<file path="src/rtl/core/lkd_pkg.sv">
// Package: key codes, commands, ladder thresholds and register indexes for the keypad decoder.
package lkd_pkg;

  localparam int SAMPLE_W  = 10;
  localparam int NOW_W     = 32;
  localparam int CFG_W     = 16;
  localparam int KEY_W     = 3;
  localparam int CMD_W     = 3;
  localparam int IN_DATA_W  = 48;
  localparam int OUT_DATA_W = 8;
  localparam int CFG_IDX_W  = 8;

  typedef logic [KEY_W-1:0] key_t;
  typedef logic [CMD_W-1:0] cmd_t;
  typedef logic [CFG_IDX_W-1:0] cfg_idx_t;

  localparam key_t KEY_NONE   = 3'd0;
  localparam key_t KEY_ESC    = 3'd1;
  localparam key_t KEY_UP     = 3'd2;
  localparam key_t KEY_DOWN   = 3'd3;
  localparam key_t KEY_LEFT   = 3'd4;
  localparam key_t KEY_ENTER5 = 3'd5;

  localparam cmd_t CMD_ESCAPE = 3'd1;
  localparam cmd_t CMD_ENTER  = 3'd5;

  localparam cfg_idx_t REG_DEBOUNCE   = 8'd0;
  localparam cfg_idx_t REG_LONG_PRESS = 8'd1;

  localparam logic [CFG_W-1:0] DEBOUNCE_RST   = 16'd25;
  localparam logic [CFG_W-1:0] LONG_PRESS_RST = 16'd1000;

  localparam logic [SAMPLE_W-1:0] THR_OPEN = 10'd1000;
  localparam logic [SAMPLE_W-1:0] THR_K1   = 10'd50;
  localparam logic [SAMPLE_W-1:0] THR_K2   = 10'd250;
  localparam logic [SAMPLE_W-1:0] THR_K3   = 10'd400;
  localparam logic [SAMPLE_W-1:0] THR_K4   = 10'd555;
  localparam logic [SAMPLE_W-1:0] THR_K5   = 10'd800;

  // Ladder voltage to key; above open threshold or in the gap is no key
  function automatic key_t decode_key(input logic [SAMPLE_W-1:0] s);
    key_t k;
    if (s > THR_OPEN)      k = KEY_NONE;
    else if (s < THR_K1)   k = KEY_ESC;
    else if (s < THR_K2)   k = KEY_UP;
    else if (s < THR_K3)   k = KEY_DOWN;
    else if (s < THR_K4)   k = KEY_LEFT;
    else if (s < THR_K5)   k = KEY_ENTER5;
    else                   k = KEY_NONE;
    return k;
  endfunction

endpackage

</file>
<file path="src/rtl/core/ladder_keypad_debounce_longpress.sv">
// Resistor-ladder keypad decoder: debounce, long press escape and auto-repeat.
// A sample passes through the input register and then the result register before its result beat.
// Throughput: one sample per cycle while the result stream is not stalled; the held-key state
// updates in the cycle a sample leaves the input register, so the next sample sees it directly.
// Reset (rst_n low, synchronous): both stages empty, held key none, change time zero,
// debounce 25 ms and long press 1000 ms.
module ladder_keypad_debounce_longpress #(
  parameter int TIME_BITS = 32
) (
  input  logic                              clk,
  input  logic                              rst_n,
  // configuration write channel
  input  logic                              cfg_valid,
  output logic                              cfg_ready,
  input  logic [lkd_pkg::CFG_IDX_W-1:0]     cfg_index,
  input  logic [lkd_pkg::CFG_W-1:0]         cfg_data,
  // input stream
  input  logic                              in_tvalid,
  output logic                              in_tready,
  input  logic [lkd_pkg::IN_DATA_W-1:0]     in_tdata,   // [9:0] sample, [41:10] now_ms, zero pad
  // result stream
  output logic                              out_tvalid,
  input  logic                              out_tready,
  output logic [lkd_pkg::OUT_DATA_W-1:0]    out_tdata   // [2:0] command, zero pad
);
  import lkd_pkg::*;

  logic [CFG_W-1:0]     debounce_r;
  logic [CFG_W-1:0]     long_press_r;

  logic                 s1_valid_r;
  logic [SAMPLE_W-1:0]  s1_sample_r;
  logic [NOW_W-1:0]     s1_now_r;

  logic [TIME_BITS-1:0] change_time_r, change_time_nxt;
  key_t                 held_key_r, held_key_nxt;
  logic                 lp_done_r, lp_done_nxt;

  logic                 out_valid_r;
  cmd_t                 out_cmd_r;

  logic                 out_free;
  logic                 advance;
  logic                 res_valid;
  cmd_t                 res_cmd;

  key_t                 key;
  logic [TIME_BITS-1:0] now_w;
  logic [TIME_BITS-1:0] elapsed;
  logic [TIME_BITS-1:0] hold;
  logic                 outside_deb;
  logic                 changed;
  logic                 past_long;
  logic                 lp_base;

  assign cfg_ready  = 1'b1;
  assign out_free   = !out_valid_r || out_tready;
  assign advance    = s1_valid_r && out_free;
  assign in_tready  = !s1_valid_r || out_free;
  assign out_tvalid = out_valid_r;
  assign out_tdata  = {{(OUT_DATA_W-CMD_W){1'b0}}, out_cmd_r};

  always_comb begin
    key         = decode_key(s1_sample_r);
    now_w       = TIME_BITS'(s1_now_r);
    elapsed     = now_w - change_time_r;
    outside_deb = elapsed >= TIME_BITS'(debounce_r);
    changed     = outside_deb && (key != held_key_r);
    held_key_nxt    = outside_deb ? key : held_key_r;
    change_time_nxt = changed ? now_w : change_time_r;
    lp_base     = changed ? 1'b0 : lp_done_r;
    hold        = changed ? '0 : elapsed;
    past_long   = hold >= TIME_BITS'(long_press_r);
    lp_done_nxt = lp_base;
    res_valid   = 1'b0;
    res_cmd     = CMD_ESCAPE;
    if (held_key_nxt == KEY_ENTER5 && past_long && !lp_base) begin
      lp_done_nxt = 1'b1;
      res_valid   = 1'b1;
      res_cmd     = CMD_ESCAPE;
    end else if (!changed && !past_long) begin
      res_valid = 1'b0;
    end else if (held_key_nxt == KEY_ENTER5) begin
      // key 5 repeats nothing once the long press escape has gone out
      res_valid = !past_long;
      res_cmd   = CMD_ENTER;
    end else begin
      res_valid = 1'b1;
      res_cmd   = cmd_t'(held_key_nxt);
    end
  end

  always_ff @(posedge clk) begin
    if (!rst_n) begin
      debounce_r   <= DEBOUNCE_RST;
      long_press_r <= LONG_PRESS_RST;
    end else if (cfg_valid && cfg_ready) begin
      case (cfg_index)
        REG_DEBOUNCE:   debounce_r   <= cfg_data;
        REG_LONG_PRESS: long_press_r <= cfg_data;
        default: ;
      endcase
    end
  end

  always_ff @(posedge clk) begin
    if (!rst_n) begin
      s1_valid_r <= 1'b0;
    end else if (in_tready) begin
      s1_valid_r <= in_tvalid;
    end
  end

  always_ff @(posedge clk) begin
    if (in_tready && in_tvalid) begin
      s1_sample_r <= in_tdata[SAMPLE_W-1:0];
      s1_now_r    <= in_tdata[SAMPLE_W +: NOW_W];
    end
  end

  always_ff @(posedge clk) begin
    if (!rst_n) begin
      change_time_r <= '0;
      held_key_r    <= KEY_NONE;
      lp_done_r     <= 1'b0;
    end else if (advance) begin
      change_time_r <= change_time_nxt;
      held_key_r    <= held_key_nxt;
      lp_done_r     <= lp_done_nxt;
    end
  end

  always_ff @(posedge clk) begin
    if (!rst_n) begin
      out_valid_r <= 1'b0;
    end else if (out_free) begin
      out_valid_r <= advance && res_valid;
    end
  end

  always_ff @(posedge clk) begin
    if (advance && res_valid) begin
      out_cmd_r <= res_cmd;
    end
  end

endmodule

</file>
<file path="config.mk">
export PLATFORM = sky130hd
export DESIGN_NAME = ladder_keypad_debounce_longpress
export DESIGN_NICKNAME = d
export VERILOG_FILES = /design/src/rtl/core/lkd_pkg.sv /design/src/rtl/core/ladder_keypad_debounce_longpress.sv
export SDC_FILE = /design/constraint.sdc
export NUM_CORES = 1
export LEC_CHECK = 0
export BUFFER_PORTS_ARGS = -buffer_cell sky130_fd_sc_hd__buf_2
export CORE_ASPECT_RATIO = 1.2
export CORE_MARGIN = 8
export CORE_UTILIZATION = 55
export DETAILED_ROUTE_END_ITERATION = 10
export PLACE_DENSITY = 0.82
export SLEW_MARGIN = 20
export SYNTH_ARGS = -nofsm -noshare
export SYNTH_HDL_FRONTEND = slang
export SYNTH_SLANG_ARGS = --single-unit
</file>
<file path="constraint.sdc">
create_clock -name clk -period 7.3 [get_ports clk]
set_input_delay 0.73 -clock clk [delete_from_list [all_inputs] [get_ports clk]]
set_output_delay 0.73 -clock clk [all_outputs]
set_load 0.01 [all_outputs]
</file>
==> results of run 1 <==
-- synth_stat cells (3+ instances only) --
master | instances | area [sq um]
ha_1 | 63 | 788
o32ai_1 | 3 | 26.3
inv_1 | 77 | 289
nand3_1 | 13 | 65.1
o211ai_1 | 10 | 75.1
nor2_1 | 64 | 240
buf_6 | 5 | 56.3
clkbuf_1 | 21 | 78.8
a31oi_1 | 4 | 25.0
nand2b_1 | 7 | 43.8
o2111ai_1 | 3 | 26.3
xnor2_1 | 10 | 87.6
a211oi_1 | 10 | 75.1
nor4_1 | 5 | 31.3
nor4b_1 | 3 | 26.3
o21a_1 | 9 | 67.6
edfxtp_1 | 45 | 1350
nor2b_1 | 19 | 119
a21oi_1 | 52 | 260
nand2_1 | 121 | 454
nor3_1 | 11 | 55.1
xor2_1 | 11 | 96.3
mux2i_1 | 65 | 651
and2_1 | 3 | 18.8
buf_2 | 6 | 30.0
a21o_1 | 24 | 180
and3_1 | 7 | 43.8
o21ai_1 | 4 | 20.0
dfxtp_1 | 70 | 1400
o21ai_0 | 25 | 125
o21bai_1 | 6 | 45.0
nand3b_1 | 3 | 22.5
buf_4 | 6 | 45.0
nand4_1 | 18 | 113
-- final timing paths --
check	start	cells past startpoint	to	slack [ps]
setup / recovery	now_w[0]$_DFFE_PP_	29	out_cmd_r[2]$_SDFFCE_PP0P_	490
hold / removal	change_time_r[25]$_SDFFE_PN0P_	2	change_time_r[25]$_SDFFE_PN0P_	450
setup reg to reg	now_w[0]$_DFFE_PP_	29	out_cmd_r[2]$_SDFFCE_PP0P_	490
hold reg to reg	change_time_r[25]$_SDFFE_PN0P_	2	change_time_r[25]$_SDFFE_PN0P_	450
-- routing by layer --
| layer | up-vias | wire length [microns] | GRT usage |
|---|---|---|---|
| li1 | 3124 | - | - |
| met1 | 2905 | 7370 | 0.225 |
| met2 | 149 | 8450 | 0.349 |
| met3 | 34 | 747 | 0.0393 |
| met4 | 0 | 401 | 0.0932 |
| met5 | - | 0 | 0 |
-- critical path, delay by kind of cell (launching register included) --
| family | cells | cell delay (ps) |
|---|---|---|
| flip-flops | 1 | 390 |
| XOR/XNOR | 1 | 360 |
| AO/OA/AOI/OAI | 15 | 3280 |
| AND/OR/NAND/NOR | 5 | 900 |
| buffers and inverters | 4 | 460 |
| adder cells (fa/ha/maj) | 4 | 1170 |
-- timing repair --
| action | 4_1_cts | 5_1_grt |
|---|---|---|
| endpoints found under the setup margin | 0 | 8 |
| hold buffers | 0 | 0 |
| gates resized for setup | 0 | 3 |
| hold endpoints to repair | 0 | 0 |
-- state kept, by name, indices dropped and copies added (netlist names) --
register       flops
debounce_r        16
lp_done_r          1
s1_valid_r         1
now_w             32
held_key_r         3
s1_sample_r       10
change_time_r     32
long_press_r      16
out_tvalid         1
out_cmd_r          3
-- placed cells by master (no fill, tap or decap), types with 25 or more instances in the layout --
cell type and n:
a21oi_1 52, buf_2 75, dfxtp_1 70, edfxtp_1 45, ha_1 63, inv_1 77, mux2i_1 65, nand2_1 121
nor2_1 63, o21ai_0 25
-- cell type report --
cell class	instances	area [sq um]
clock buffer	19	443
clock inverter	13	139
fill	1137	4780
inverter	78	293
multi-input combinational	621	4220
sequential	115	2750
tap	168	210
timing repair buffer	78	398
-- cells by family (layout without fill, tap and decap cells) --
logic type | Yosys count | count (layout) | synth area share
and+or+nand+nor | 286 | 286 | 0.181
adders and majority gates | 64 | 64 | 0.109
other | 2 | 6 | 0.00101
buffers and inverters | 117 | 188 | 0.0680
muxes | 65 | 65 | 0.0874
xor gates and xnor gates | 21 | 21 | 0.0247
AOI/OAI and AO/OA | 179 | 179 | 0.160
DFF | 115 | 115 | 0.370
-- through the flow --
step / instance area, sq um / utilization / setup slack (ps)
5_1_grt: 8450 / 0.639 / 4.23
6_report: 8450 / 0.639 / 490
2_1_floorplan: 7460 / - / 903
4_1_cts: 8440 / 0.638 / 371
3_5_place_dp: 7860 / 0.594 / 405
3_3_place_gp: 7860 / 0.594 / 541
-- power breakdown --
group,internal [W],switching [W],total (W)
clock,0.000537,0.000280,0.000817
combinational,0.000165,0.000243,0.000408
sequential,0.000699,0.0000163,0.000715
==> run metrics, run 1 <==
outcome=complete, no violations; Slowest cell on crit path=fa_1; Clock Latency Late Sink=410 ps; vias per cell=5.69; Initial Utilization=0.563; # IOs=88; largest net degree at the start of global routing=80; layout cell share with drive strength beyond 1=0.124; sequential fraction of the synthesis area=0.370; Final GP Congestion=0.922; RSZ-0062 raised after global routing=false; HP Class=reg2reg; TritonCTS clock tree=yes; CTS Buf Count=17; vias=6212; CP Launch Type=flop; Yosys Warn Count=0; Leak=3.59 nW; synthesized flop and latch total=115; Post-DP HPWL=12600 microns; wire per inst=15.5 microns; Worst EP required=7440 ps; ys flop type=dfxtp_1; initial DRC count=399; Ant. Diodes=0; Cells after Synth=849; Layout Skew=7.42 ps; Layout area overhead=13.5%; Post-CTS Setup Bufs=0; drt pass-1 iters=4; Detail Route Antenna Nets=0; slew at the pin with the worst max-slew slack=1050 ps; Routed WL=17000 microns; core area=13200 sq um; crit share post-route=0.933; root buffer cell=clkbuf_16; kind of critical path=reg2reg; max_cap viols=0; global-route wire length before repair=28000 microns; Post-synth EDFFs=45; initial antenna violation count=0; Worst-path clk slew=50 ps; Max stage delay on crit path=420 ps; DRC viols=0; placed cell count=1060; setup_tns=0 ps; CTS max path bufs=2; ys async rst share=0; Unique masters post-synth=70; die area=17500 sq um; WHS=455 ps; clk sinks=115; Final #Nets=1052; Finished Layout Cells=1092; number of global-route vias before repair=6171; Die W=122 microns; most used cell, CP=a21o_1; total power=0.00194 W; crit path DAT=6950 ps; Post-Syn Area per Cell=8.77 sq um; mapped cell area=7450 sq um; port buffer count=75; gr ovfl total=0; Max Fanout on Critical Path=16; VDD IR max=0.000175 V; Die Ht=143 microns; Placement Rows=46; Setup crit end kind=flop; H-tree depth=4; Final Hold Viols=0; f_max=0.147 GHz; Final setup viols=0; Pwr Density=229 nW/um^2; Slew headroom=0.300; GRT Resource Usage Total=0.199; Max Slew Vio Count=0; Final Critical Period=6810 ps
Power figures use the tool's default switching activity.
==> run 2: changes to the inputs <==
BUFFER_PORTS_ARGS = default   (was -buffer_cell sky130_fd_sc_hd__buf_2)
DONT_BUFFER_PORTS = 1   (was default)
PLACE_DENSITY = 0.76   (was 0.82)
==> run 2 against run 1 <==
Compared with the run above: hold slack got worse by 74 ps; non-clock buffer count decreased by 75; global-route usage decreased by 0.80 points; setup slack improved by 30 ps; critical path depth increased by 2; sequential cell count unchanged; die area unchanged; cell count decreased by 6.9%; clock skew increased by 1.8 ps; first-iteration DRC count decreased by 3.5%; final area decreased by 4.9%; utilization decreased by 3.1 points; highest routed layer unchanged.
==> run metrics, run 2 (synthesis gave the netlist of run 1 again) <==
outcome=complete, no violations; Slowest cell on crit path=fa_1; drt pass-1 iters=5; routing usage on met2=0.325; met3 Usage GRT=0.0561; cts hold-fix bufs=0; Int Power=0.00134 W; initial DRC count=385; # IOs=88; reg-to-reg startpoint=now_w[0]$_DFFE_PP_; crit path from=now_w[0]$_DFFE_PP_; most frequent cells in the layout=nand2_1 (121), inv_1 (77), dfxtp_1 (70); RSZ-0062 raised after global routing=false; Final GP Congestion=0.930; core area=13200 sq um; vias per cell=5.72; Die Ht=143 microns; kind of critical path=reg2reg; HP Class=in2reg; Slew headroom=0.288; global-route wire length before repair=26700 microns; Initial Utilization=0.563; max_cap viols=0; H-tree depth=4; initial antenna violation count=0; cell count along the critical path=31; Worst EP required=7430 ps; Psw=0.000522 W; f_max=0.147 GHz; die area=17500 sq um; Ant. Diodes=0; gr ovfl total=0; CTS max path bufs=2; vias=5819; min-delay src=rst_n; reg2reg end=out_cmd_r[2]$_SDFFCE_PP0P_; CP Buf/Inv Count=4; setup_tns=0 ps; clk sinks=115; Pwr Density=232 nW/um^2; Max stage delay on crit path=410 ps; Final #Nets=977; Clock Latency Late Sink=420 ps; critical path endpoint=out_cmd_r[2]$_SDFFCE_PP0P_; Worst-path clk slew=50 ps; port buffer count=0; wire per inst=15.8 microns; VDD IR max=0.000233 V; filler cell count=1146; number of global-route vias before repair=5768; GRT Resource Usage Total=0.190; post_cts resized=0; crit path DAT=6910 ps; DRC viols=0; placed cell areas=7490 sq um; TritonCTS clock tree=yes; clock share of power=0.417; GR Util met1=0.219; commonest non-fill, non-tap cell in the layout=nand2_1; Max Fanout on Critical Path=16; Layout Skew=9.24 ps; Reg power frac=0.384; Final setup viols=0; Placement Rows=46; Max Slew Vio Count=0; total power=0.00186 W; crit-path leading delay family=compound AO/OA/AOI/OAI gates; Switching Fraction=0.280; Post-DP HPWL=12100 microns; crit share post-route=0.929; root buffer cell=clkbuf_16; Detail Route Antenna Nets=0; GRT Max-Usage Layer=met2; most used cell, CP=a21o_1; CTS Buf Count=17; layout cell share with drive strength beyond 1=0.0483; Logic pwr share=0.199; CP Launch Type=flop; Die W=122 microns; Worst R2R Path Depth=31; design area=8040 sq um; Final Critical Period=6780 ps; Final Hold Viols=0; Leak=3.28 nW; Layout area overhead=7.98%; Post-CTS Setup Bufs=0; slew at the pin with the worst max-slew slack=1060 ps; Routed WL=16000 microns; largest net degree at the start of global routing=80; Reg2Reg Setup Slack=520 ps; Setup crit end kind=flop
run 2: cell types whose count changed in the layout (fill, tap and decap cells not counted), moves of 2 or more:
cell      delta
buf_2       -75
clkinv_1     -5
clkinv_2     +4
clkbuf_1     +2
run 2: cell type report:
type / instances / area (sq um) / area share
multi-input cells: 621 / 4210 / 0.524
inverters: 78 / 293 / 0.0364
clock inverters: 12 / 115 / 0.0143
repair buffers: 3 / 22.5 / 0.00280
flip-flops and latches: 115 / 2750 / 0.342
clock buffers: 20 / 437 / 0.0543
well taps: 168 / 210 / 0.0261
run 2: per-layer routing:
metal / up-vias / part of all wire
met5: - / 0
met3: 30 / 0.046
met4: 0 / 0.021
met1: 2706 / 0.45
met2: 114 / 0.48
li1: 2969 / -
run 2: through the flow:
stage / utilization / setup WS [ps] / std cells / hold slack [ps]
2_1_floorplan: - / 903 / 853 / 435
3_3_place_gp: 0.566 / 672 / 985 / 442
3_5_place_dp: 0.566 / 573 / 985 / 449
4_1_cts: 0.607 / 520 / 1017 / 372
5_1_grt: 0.608 / 55.8 / 1017 / 364
6_report: 0.608 / 520 / 1017 / 381
run 2: worst reg2reg max path: cells and delay by family, from the launching register on:
kind	cells	cell delay [ps]
AOI/OAI and AO/OA	17	3450
adders and majority gates	4	1150
and+or+nand+nor	5	770
buffers and inverters	4	540
DFF	1	380
xor gates and xnor gates	1	200
run 2: worst min path at each step:
stage | to | slack, ps | depth (start not counted)
after CTS | long_press_r[5]$_SDFFE_PN1P_ | 370 | 1
after global placement | change_time_r[6]$_SDFFE_PN0P_ | 440 | 2
after floorplan | change_time_r[10]$_SDFFE_PN0P_ | 430 | 2
after detailed placement | change_time_r[20]$_SDFFE_PN0P_ | 450 | 2
final | long_press_r[5]$_SDFFE_PN1P_ | 380 | 1
after global routing | long_press_r[7]$_SDFFE_PN1P_ | 360 | 1
run 2: power groups by stage:
stage                     sequential, W  clock [W]  combinational [W]
after detailed placement       0.000729          0           0.000365
after global routing           0.000720   0.000820           0.000416
after global placement         0.000728          0           0.000359
after CTS                      0.000716   0.000789           0.000369
after floorplan                0.000724          0           0.000300
final                          0.000716   0.000777           0.000371
